[src/rtl/core/kprd_pkg.sv]
package kprd_pkg;

  localparam int unsigned KEYS_W = 7;
  localparam int unsigned HOLD_W = 9;
  localparam int unsigned COUNT_W = 8;
  localparam int unsigned CFG_W = 8;
  localparam int unsigned CFG_INDEX_W = 8;
  localparam logic [HOLD_W-1:0] HOLD_MAX = {HOLD_W{1'b1}};
  localparam logic [KEYS_W-1:0] KEYS_RELEASED = {KEYS_W{1'b1}};

  // Register indexes on the configuration port.
  localparam logic [CFG_INDEX_W-1:0] CFG_FIRST_HOLD = 8'd0;
  localparam logic [CFG_INDEX_W-1:0] CFG_REPEAT = 8'd1;
  localparam logic [CFG_INDEX_W-1:0] CFG_FAST_REPEAT = 8'd2;
  localparam logic [CFG_INDEX_W-1:0] CFG_FAST_AFTER = 8'd3;

  // Register reset values.
  localparam logic [CFG_W-1:0] FIRST_HOLD_RESET = 8'd32;
  localparam logic [CFG_W-1:0] REPEAT_RESET = 8'd16;
  localparam logic [CFG_W-1:0] FAST_REPEAT_RESET = 8'd4;
  localparam logic [CFG_W-1:0] FAST_AFTER_RESET = 8'd10;

  typedef enum logic [1:0] {
    PH_IDLE = 2'd0,
    PH_CONFIRM = 2'd1,
    PH_RELEASE = 2'd2,
    PH_UNUSED = 2'd3
  } phase_t;

  typedef enum logic [1:0] {
    EV_NONE = 2'd0,
    EV_SHORT = 2'd1,
    EV_LONG = 2'd2
  } event_t;

  typedef struct packed {
    logic [CFG_W-1:0] first_hold_ticks;
    logic [CFG_W-1:0] repeat_ticks;
    logic [CFG_W-1:0] fast_repeat_ticks;
    logic [CFG_W-1:0] fast_after_count;
  } cfg_t;

  typedef struct packed {
    phase_t phase;
    logic held_flag;
    logic [HOLD_W-1:0] hold_ticks;
    logic [COUNT_W-1:0] repeat_count;
    logic [2:0] latched_key;
  } state_t;

  typedef struct packed {
    event_t event_kind;
    logic [2:0] key_code;
    logic fast_mode;
  } result_t;

endpackage

[src/rtl/core/kprd_step.sv]
// One scan tick of the detector: next machine state and the result item.
module kprd_step (
  input  kprd_pkg::state_t st,
  input  kprd_pkg::cfg_t cfg,
  input  logic [kprd_pkg::KEYS_W-1:0] keys_n,
  output kprd_pkg::state_t st_next,
  output kprd_pkg::result_t res
);

  logic pressed;
  logic [2:0] pick;
  logic [kprd_pkg::HOLD_W-1:0] hold;
  logic [kprd_pkg::COUNT_W-1:0] count;
  logic held;
  kprd_pkg::event_t ev;
  kprd_pkg::phase_t phase_next;

  assign pressed = keys_n != kprd_pkg::KEYS_RELEASED;

  // Fixed priority: the lowest low pin wins.
  always_comb begin
    pick = 3'd0;
    for (int b = kprd_pkg::KEYS_W - 1; b >= 0; b--) begin
      if (!keys_n[b]) begin
        pick = 3'(b + 1);
      end
    end
  end

  // Next phase.
  always_comb begin
    phase_next = st.phase;
    unique case (st.phase)
      kprd_pkg::PH_CONFIRM: begin
        if (!pressed) begin
          phase_next = st.held_flag ? kprd_pkg::PH_RELEASE : kprd_pkg::PH_IDLE;
        end
      end
      kprd_pkg::PH_RELEASE: begin
        if (!pressed) begin
          phase_next = kprd_pkg::PH_IDLE;
        end
      end
      default: begin
        phase_next = pressed ? kprd_pkg::PH_CONFIRM : kprd_pkg::PH_IDLE;
      end
    endcase
  end

  // Hold counting, repeat events and the result item.
  always_comb begin
    hold = st.hold_ticks;
    count = st.repeat_count;
    held = st.held_flag;
    ev = kprd_pkg::EV_NONE;
    st_next.phase = phase_next;
    st_next.latched_key = st.latched_key;
    unique case (st.phase)
      kprd_pkg::PH_CONFIRM: begin
        if (pressed) begin
          st_next.latched_key = pick;
          held = 1'b1;
          if (hold != kprd_pkg::HOLD_MAX) begin
            hold = hold + 1'b1;
          end
          // First long event after the initial hold.
          if (count == '0 && hold > {1'b0, cfg.first_hold_ticks}) begin
            ev = kprd_pkg::EV_LONG;
            hold = '0;
            held = 1'b0;
            count = count + 1'b1;
          end
          // Slow repeats count up; fast repeats keep the count.
          if (count < cfg.fast_after_count && count != '0) begin
            if (hold > {1'b0, cfg.repeat_ticks}) begin
              ev = kprd_pkg::EV_LONG;
              hold = '0;
              held = 1'b0;
              count = count + 1'b1;
            end
          end else if (count >= cfg.fast_after_count) begin
            if (hold > {1'b0, cfg.fast_repeat_ticks}) begin
              ev = kprd_pkg::EV_LONG;
              hold = '0;
              held = 1'b0;
            end
          end
        end else begin
          count = '0;
          if (st.held_flag) begin
            ev = kprd_pkg::EV_SHORT;
          end
        end
      end
      kprd_pkg::PH_RELEASE: begin
      end
      default: begin
        hold = '0;
        held = 1'b0;
      end
    endcase
    st_next.hold_ticks = hold;
    st_next.repeat_count = count;
    st_next.held_flag = held;
    res.event_kind = ev;
    res.key_code = st_next.latched_key;
    res.fast_mode = count >= cfg.fast_after_count;
  end

endmodule

[src/rtl/core/keypad_press_repeat_detector.sv]
// Keypad press, long-press and auto-repeat detector. Each s_tdata transfer is
// one scan tick carrying the seven active-low key pins, and each tick yields
// exactly one result transfer on the m side: the event (none, short press, or
// long/repeat), the latched key code and the fast-repeat flag. A tick goes
// through an input register and a result register, so its result is offered
// once the tick moves from the input register into the result register,
// and a new tick is taken in every cycle while the result side keeps up.
// Timing registers are written over the cfg channel, which is always ready;
// writes to indexes beyond 3 are dropped.
module keypad_press_repeat_detector (
  input  logic clk,
  input  logic rst,
  // Scan ticks in.
  input  logic s_tvalid,
  output logic s_tready,
  input  logic [7:0] s_tdata,    // [6:0] keys_n, [7] zero
  // Results out.
  output logic m_tvalid,
  input  logic m_tready,
  output logic [7:0] m_tdata,    // [2:0] key_code, [3] fast_mode, [7:4] zero
  output logic [1:0] m_tuser,    // [1:0] event_kind
  // Register writes.
  input  logic cfg_valid,
  output logic cfg_ready,
  input  logic [kprd_pkg::CFG_INDEX_W-1:0] cfg_index,
  input  logic [kprd_pkg::CFG_W-1:0] cfg_data
);

  kprd_pkg::cfg_t cfg;
  kprd_pkg::state_t st;
  kprd_pkg::state_t st_next;
  kprd_pkg::result_t res_next;
  kprd_pkg::result_t res;
  logic in_valid;
  logic [kprd_pkg::KEYS_W-1:0] in_keys;
  logic advance;

  // A tick advances when the result register is free or being emptied.
  assign advance = in_valid && (!m_tvalid || m_tready);
  assign s_tready = !in_valid || advance;
  assign cfg_ready = 1'b1;

  // Configuration registers.
  always_ff @(posedge clk) begin
    if (rst) begin
      cfg.first_hold_ticks <= kprd_pkg::FIRST_HOLD_RESET;
      cfg.repeat_ticks <= kprd_pkg::REPEAT_RESET;
      cfg.fast_repeat_ticks <= kprd_pkg::FAST_REPEAT_RESET;
      cfg.fast_after_count <= kprd_pkg::FAST_AFTER_RESET;
    end else if (cfg_valid) begin
      unique case (cfg_index)
        kprd_pkg::CFG_FIRST_HOLD: cfg.first_hold_ticks <= cfg_data;
        kprd_pkg::CFG_REPEAT: cfg.repeat_ticks <= cfg_data;
        kprd_pkg::CFG_FAST_REPEAT: cfg.fast_repeat_ticks <= cfg_data;
        kprd_pkg::CFG_FAST_AFTER: cfg.fast_after_count <= cfg_data;
        default: begin
        end
      endcase
    end
  end

  // Input register.
  always_ff @(posedge clk) begin
    if (rst) begin
      in_valid <= 1'b0;
    end else if (s_tready) begin
      in_valid <= s_tvalid;
    end
  end

  always_ff @(posedge clk) begin
    if (s_tready && s_tvalid) begin
      in_keys <= s_tdata[kprd_pkg::KEYS_W-1:0];
    end
  end

  kprd_step u_step (
    .st      (st),
    .cfg     (cfg),
    .keys_n  (in_keys),
    .st_next (st_next),
    .res     (res_next)
  );

  // Machine state moves on with each tick that reaches the result register.
  always_ff @(posedge clk) begin
    if (rst) begin
      st.phase <= kprd_pkg::PH_IDLE;
      st.held_flag <= 1'b0;
      st.hold_ticks <= '0;
      st.repeat_count <= '0;
      st.latched_key <= '0;
    end else if (advance) begin
      st <= st_next;
    end
  end

  // Result register.
  always_ff @(posedge clk) begin
    if (rst) begin
      m_tvalid <= 1'b0;
    end else if (advance) begin
      m_tvalid <= 1'b1;
    end else if (m_tready) begin
      m_tvalid <= 1'b0;
    end
  end

  always_ff @(posedge clk) begin
    if (advance) begin
      res <= res_next;
    end
  end

  assign m_tdata = {4'b0000, res.fast_mode, res.key_code};
  assign m_tuser = res.event_kind;

endmodule
[config.mk]
export PLATFORM = sky130hd
export DESIGN_NAME = keypad_press_repeat_detector
export DESIGN_NICKNAME = d
export VERILOG_FILES = /design/src/rtl/core/kprd_pkg.sv /design/src/rtl/core/kprd_step.sv /design/src/rtl/core/keypad_press_repeat_detector.sv
export SDC_FILE = /design/constraint.sdc
export NUM_CORES = 1
export LEC_CHECK = 0
export BUFFER_PORTS_ARGS = -buffer_cell sky130_fd_sc_hd__buf_2
export CAP_MARGIN = 40
export CORE_MARGIN = 4
export CORE_UTILIZATION = 35
export CTS_BUF_LIST = sky130_fd_sc_hd__clkbuf_4 sky130_fd_sc_hd__clkbuf_8 sky130_fd_sc_hd__clkbuf_16
export CTS_CLUSTER_SIZE = 16
export DETAILED_ROUTE_END_ITERATION = 8
export GPL_ROUTABILITY_DRIVEN = 1
export PLACE_DENSITY = 0.51
export SKIP_CTS_REPAIR_TIMING = 1
export SKIP_LAST_GASP = 1
export SLEW_MARGIN = 20
export SYNTH_ARGS = -nofsm -noshare
export SYNTH_HDL_FRONTEND = slang
export SYNTH_SLANG_ARGS = --single-unit
[constraint.sdc]
create_clock -name clk -period 11.26 [get_ports clk]
set_input_delay 1.126 -clock clk [delete_from_list [all_inputs] [get_ports clk]]
set_output_delay 1.126 -clock clk [all_outputs]
set_load 0.05 [all_outputs]
# Word level (Yosys, flattened, before mapping)
# Index checks and enable logic that the tools add are counted.
[classes] n_addsub=3 n_lt_le_gt_ge=6 eq_ne=10 n_mux=49 bitwise=1 reduce_logical=18
[op_table] cell="two-way mux 9 bit" count=11
[op_table] cell="two-way mux 8 bit" count=7
[op_table] cell="greater-than comparator 9 x 8 -> 1 bit" count=3
[op_table] cell="two-way mux 3 bit" count=9
[op_table] cell="two-way mux 2 bit" count=9
[op_table] cell="one-hot mux 9 bit (2 select lines)" count=1
[op_table] cell="adder 8 x 1 -> 8 bit (second input constant)" count=2
[op_table] cell="equality test 8 x 2 -> 1 bit (second input constant)" count=2
[op_table] cell=">= comparator 8 bit" count=2
[op_table] cell="logical NOT 8 bit" count=2
[op_table] cell="two-way mux 1 bit" count=10
[op_table] cell="adder 9 x 1 -> 9 bit (second input constant)" count=1
[op_table] cell="inequality test 9 bit (second input constant)" count=1
[op_table] cell="equality test 8 x 1 -> 1 bit (second input constant)" count=1
[op_table] cell="< comparator 8 bit" count=1
[op_table] cell="AND reduction 2 bit" count=4
[op_table] cell="nonzero test 8 bit" count=1
[op_table] cell="inequality test 7 bit (second input constant)" count=1
[op_table] cell="AND reduction 3 bit" count=2
[op_table] cell="logical AND 1 bit" count=4
[op_table] cell="inequality test 2 bit (second input constant)" count=2
[op_table] cell="one-hot mux 2 bit (2 select lines)" count=1
[op_table] cell="equality test 2 x 1 -> 1 bit (second input constant)" count=1
[op_table] cell="equality test 2 bit (second input constant)" count=1
[op_table] cell="other kinds (6)" count=8
[word_totals] reg_bits=70 wordCells=102

# Logic depth before layout (Yosys ltp)
[logic_depth] depth_word=15 depth_mapped=34 mapped_depth_nobuf=31

# By module
# A second synthesis with hierarchy kept.
[hier_totals] cells_unflattened=561 area_unflattened_um2=4777.1
[by_module_without_submodules] mod="keypad_press_repeat_detector" n_inst=1 cells_each=258 area_per_inst_um2=2707.6 seq_area_each_um2=1531.5
[by_module_without_submodules] mod="kprd_step" n_inst=1 cells_each=303 area_per_inst_um2=2069.5 seq_area_each_um2=0.0

# Worst setup path before layout
# Ideal clock, no wire load.
[synth_timing] kind="reg-to-reg" startpoint="reg st[11] (netlist name)" endpoint="reg res, in the netlist m_tdata[3] (data pin)" t_arrival_ps=6166 setup_slack_ps=4832 stages_incl_launch_ff=33 n_path_buf=3 cell_sequence="dfxtp_1 ha_1 nand3_1 nor2_1 and2_1 nor3_1 nand3_1 xor2_1 inv_1 ha_1 nand2_1 or3_4 o2111a_4 or2_1 buf_6 buf_6 a21oi_1 ha_1 a2111oi_0 o21ai_0 a221o_2 and3_1 buf_6 a221oi_2 o21ai_1 ha_1 nand2b_1 a21o_1 a21o_1 a21o_1 a21o_1 a21oi_1 o21ai_0"
[synth_lines] item="end signal: assignment" line_no="keypad_press_repeat_detector.sv:111" rtl="res <= res_next;"
[synth_lines] item="end: declaration" line_no="keypad_press_repeat_detector.sv:33" rtl="kprd_pkg::result_t res;"

==> results.md <==
Yosys:
- The share of the synthesized area in the top cell type is 24.6%.
- The adder and majority cell fraction of the synthesized area is about an eighth.
- After synthesis, flip-flops and latches occupy between 30% and 40% of the total area.
- After synthesis the cells add up to between 4000 and 5000 sq um.
- By count the netlist is led by sky130_fd_sc_hd__dfxtp_1 (57), sky130_fd_sc_hd__nand2_1 (52), sky130_fd_sc_hd__nor2_1 (52).
- The count of distinct cell types in the synthesized netlist is 72.
- By area, the combinational part of the netlist is dominated by simple AND/OR/NAND/NOR gates.
- The top cell type by total area after synthesis is sky130_fd_sc_hd__dfxtp_1.
- The most used flip-flop cell after synthesis is sky130_fd_sc_hd__dfxtp_1.
- Measured against the total synthesized area, the mux share comes to 8.22%.
- The share of the synthesized area in compound gates (AO/OA/AOI/OAI) is roughly 14%.
- The number of enable-type register cells in the synthesized netlist is 13.
- The synthesized netlist devotes less than 1% of its cell area to XOR and XNOR gates.
- The synthesized area per cell is approximately 8.6 sq um.
- Sorting the synthesized cells by area gives the leading types as sky130_fd_sc_hd__dfxtp_1 (25%), sky130_fd_sc_hd__ha_1 (13%), sky130_fd_sc_hd__edfxtp_1 (8.4%), sky130_fd_sc_hd__mux2i_1 (8.0%), sky130_fd_sc_hd__nand2_1 (4.2%).
- The total of warnings raised by yosys is 0.
- The number of storage elements in the synthesis netlist is 70.
- The area fraction in and, or, nand and nor cells after synthesis is 23.0%.
- The most frequent cell after synthesis is sky130_fd_sc_hd__dfxtp_1.
- The async set-reset flop share out of synthesis is 0%.
- The post-synthesis cell count is between 500 and 600.

Hold path:
- The type of the tightest min-delay check is reg -> reg.
- The startpoint identified for the worst hold timing path is st[1]$_SDFFE_PP0P_.
- The depth of the worst hold-timing path is 2.
- The path with the worst hold slack has its endpoint at st[1]$_SDFFE_PP0P_.

Critical path:
- The setup slack of the worst register-to-register path is roughly 3.6 ns.
- STA classifies the critical path endpoint as a register.
- The arrival time of data at the critical path endpoint is slightly below 8 ns.
- The endpoint identified for the worst register-to-register timing path is m_tdata[3]$_DFFE_PP_.
- The worst setup path is launched from a register.
- The combined buffer and inverter count along the critical path is 1.
- The maximum cell stage delay along the critical path is around 0.57 ns.
- The cell with the biggest individual delay on the critical path is sky130_fd_sc_hd__or2_1.
- The beginning of the worst register-to-register path is st[11]$_SDFFE_PP0P_.
- The required time of the critical path is 11.33 ns.
- In this run the worst path has a maximum fanout of 16.
- The worst reg2reg path depth is 29.
- The startpoint-to-endpoint class of the critical path is reg -> reg.
- The critical path's top delay family is compound AO/OA/AOI/OAI gates.

Floorplanning:
- 42 I/O pins were placed.
- Once the floorplan was initialized, standard cells occupied 36.2% of the core.
- The placeable core region is about 13000 sq um.
- The die is between 100 and 150 microns tall.
- The floorplan step defined a die boundary enclosing between 15000 and 20000 sq um.
- From left edge to right edge, the die measures ~120 microns.
- The standard-cell row count is 41.

Drt:
- The remaining antenna violation count is 0.
- Before antenna repair, the detailed router went through 4 iterations.
- The detailed-route vias per instance is 5.20.
- The count of vias placed by the detailed router is ~3800.
- The detailed router finished its first iteration with between 150 and 200 violations.
- The total DRC errors in the routed layout is 0.
- The routed design has between 10000 and 15000 microns of wire.
- The detail-routed net length per standard cell is between 15 and 20 microns.

Layout:
- The layout overhead on the synthesized area is 12.1%.
- The share of the core filled with cells is 40.6%.
- In the final layout, the share of cells above drive strength 1 is between 10% and 20%.
- At the end of the flow, the number of nets in the layout was roughly 640.
- The number of fill cells is ~1300.
- The number of diodes is 0.

Timing:
- In this run the tightest slew margin relative to its limit is approximately half.
- The hold slack is approximately 0.46 ns.
- Setup repair after global routing left no endpoint under its margin.
- The achievable clock frequency is between 100 and 150 MHz.
- After routing, the total negative slack on setup checks comes to 0 ns.
- The number of hold violations in the final report is 0.
- Setup violations remaining at the end of the flow were counted as 0.
- In the finished design, the share of the clock period the worst path needs comes to approximately two thirds.
- The max-slew violation total from the final report is 0.
- At the pin with the least slew margin, the transition time is approximately 0.73 ns.
- The clock skew after layout is approximately 0.0061 ns.
- The shortest clock period the worst path allows after layout is a little under 8 ns.
- The least setup slack across all paths after layout is 3.57 ns.

Global route:
- Global routing consumed, on the met3 layer, around 2.8% of the routing resources.
- The number of antenna violations at the first check in global routing is 0.
- Global routing used a little under a quarter of the available met1 tracks.
- The number of global-route vias before repair is approximately 3700.
- For this run, global-route usage on met2 was measured as between 20% and 30%.
- Global routing used between 10% and 20% of the available tracks across all layers.
- Entering global routing, the biggest net connects 56 pins.
- The global-route wire length before repair is between 15000 and 20000 microns.
- The most used routing layer in global routing is met2.
- After global routing the overflow that remains totals 0.

CTS:
- The H-tree was split into 3 levels.
- The total clock sinks is 70.
- The number of buffers created by CTS is 9.
- The buffer type at the clock tree root is sky130_fd_sc_hd__clkbuf_16.
- The clock reaches the later pin of the worst-skew pair after 0.33 ns.
- TritonCTS built the clock tree.
- The longest clock path from root to sink contains 2 buffers.
- The clock transition at the registers of the reported paths is roughly 0.060 ns.

Place:
- The detailed placement HPWL is between 8000 and 9000 microns.
- During placement, the flow inserted port buffers numbering 35.
- Routability-driven placement finished with a final weighted congestion of between 0.8 and 0.9.
- Prior to clock tree synthesis, the placed netlist has a worst setup slack of approximately 3.6 ns.

Power and ir drop:
- The part of the total power dissipated in sequential elements is a little over two fifths.
- The clock power share is between 40% and 50%.
- The analysis attributes to cell leakage a power of ~2.3 nW.
- In this run switching power makes up approximately 26% of total power.
- The switching power summed over all nets is 160 uW.
- Internal power comes to 465 uW.
- For this design the ratio of total power to cell area is approximately 120 nW/um^2.
- Of the total power, combinational logic draws 11.3%.
- The highest ir drop seen on vdd is ~0.058 mV.

Flow run:
- The reported max-cap violation count is 0.

Run status:
- The run finished with clean final reports.
## registers in the layout (all words and copies together), names as in the netlist
register	flops
st	23
cfg	32
in_keys	7
in_valid	1
m_tuser	2
m_tvalid	1
m_tdata	4
## layout by cell type, fill, tap and decap left out, types with 6 or more instances in the layout
cell type,netlist,final
sky130_fd_sc_hd__o21ai_0,19,19
sky130_fd_sc_hd__nand4_1,14,14
sky130_fd_sc_hd__buf_2,1,35
sky130_fd_sc_hd__nor3_1,6,6
sky130_fd_sc_hd__nand3_1,16,16
sky130_fd_sc_hd__edfxtp_1,13,13
sky130_fd_sc_hd__inv_1,48,48
sky130_fd_sc_hd__mux2i_1,37,37
sky130_fd_sc_hd__a21oi_1,20,20
sky130_fd_sc_hd__a21o_1,6,6
sky130_fd_sc_hd__a31oi_1,8,8
sky130_fd_sc_hd__nor2_1,52,52
sky130_fd_sc_hd__nand2_1,52,52
sky130_fd_sc_hd__o211ai_1,7,7
sky130_fd_sc_hd__ha_1,47,47
sky130_fd_sc_hd__clkbuf_16,0,10
sky130_fd_sc_hd__nand2b_1,7,7
sky130_fd_sc_hd__nor2b_1,6,6
sky130_fd_sc_hd__dfxtp_1,57,57
## metal layers
layer	vias to the layer above	part of all wire, %
met2	73	43
met5	-	0
met4	0	0.93
li1	1946	-
met1	1803	52
met3	8	4.0
## worst reg2reg max path: cells and delay by family, from the launching register on
family / cells / cell delay (ns)
adders and majority gates: 4 / 1.19
AOI/OAI and AO/OA: 14 / 3.38
DFF: 1 / 0.33
and+or+nand+nor: 9 / 2.16
buffers and inverters: 1 / 0.09
xor gates and xnor gates: 1 / 0.29
## cells by family (layout without fill, tap and decap cells)
logic type | after synthesis | after routing
AND/OR/NAND/NOR | 202 | 202
buffers and inverters | 79 | 103
other | 2 | 5
AO/OA/AOI/OAI | 95 | 95
adder cells (fa/ha/maj) | 47 | 47
XOR/XNOR | 5 | 5
flip-flops | 70 | 70
multiplexers | 38 | 38
## cell type report
class,instances,area (sq um),area share [%]
timing repair buffer,38,198,3.80
sequential,70,1530,29.4
clock inverter,2,12.5,0.240
multi-input combinational,392,2770,53.2
inverter,49,184,3.53
tap,172,215,4.13
clock buffer,14,293,5.63
## power by group through the flow
stage	sequential (mW)	clock, mW	combinational [mW]
after detailed placement	0.273	0	0.0692
after floorplan	0.276	0	0.0458
after global placement	0.272	0	0.0675
final	0.267	0.288	0.0706
after global routing	0.268	0.307	0.0787
after CTS	0.267	0.293	0.0695
## worst max-delay path by stage
stage / start / endpoint / slack [ns] / cells after the start
2_1_floorplan: st[11]$_SDFFE_PP0P_ / m_tdata[3]$_DFFE_PP_ / 4.83 / 32
3_3_place_gp: st[11]$_SDFFE_PP0P_ / m_tdata[3]$_DFFE_PP_ / 3.63 / 30
3_5_place_dp: st[11]$_SDFFE_PP0P_ / m_tdata[3]$_DFFE_PP_ / 3.58 / 29
4_1_cts: st[11]$_SDFFE_PP0P_ / m_tdata[3]$_DFFE_PP_ / 3.52 / 29
5_1_grt: st[11]$_SDFFE_PP0P_ / m_tdata[3]$_DFFE_PP_ / 3.02 / 29
6_report: st[11]$_SDFFE_PP0P_ / m_tdata[3]$_DFFE_PP_ / 3.57 / 29
## stage by stage
| step | power, mW | std cells | area [sq um] |
|---|---|---|---|
| 2_1_floorplan | 0.322 | 541 | 4650 |
| 5_1_grt | 0.653 | 737 | 5200 |
| 4_1_cts | 0.630 | 736 | 5200 |
| 6_report | 0.626 | 737 | 5200 |
| 3_3_place_gp | 0.340 | 720 | 4890 |
| 3_5_place_dp | 0.342 | 720 | 4890 |
No activity file was read; power rests on OpenSTA's default activity.
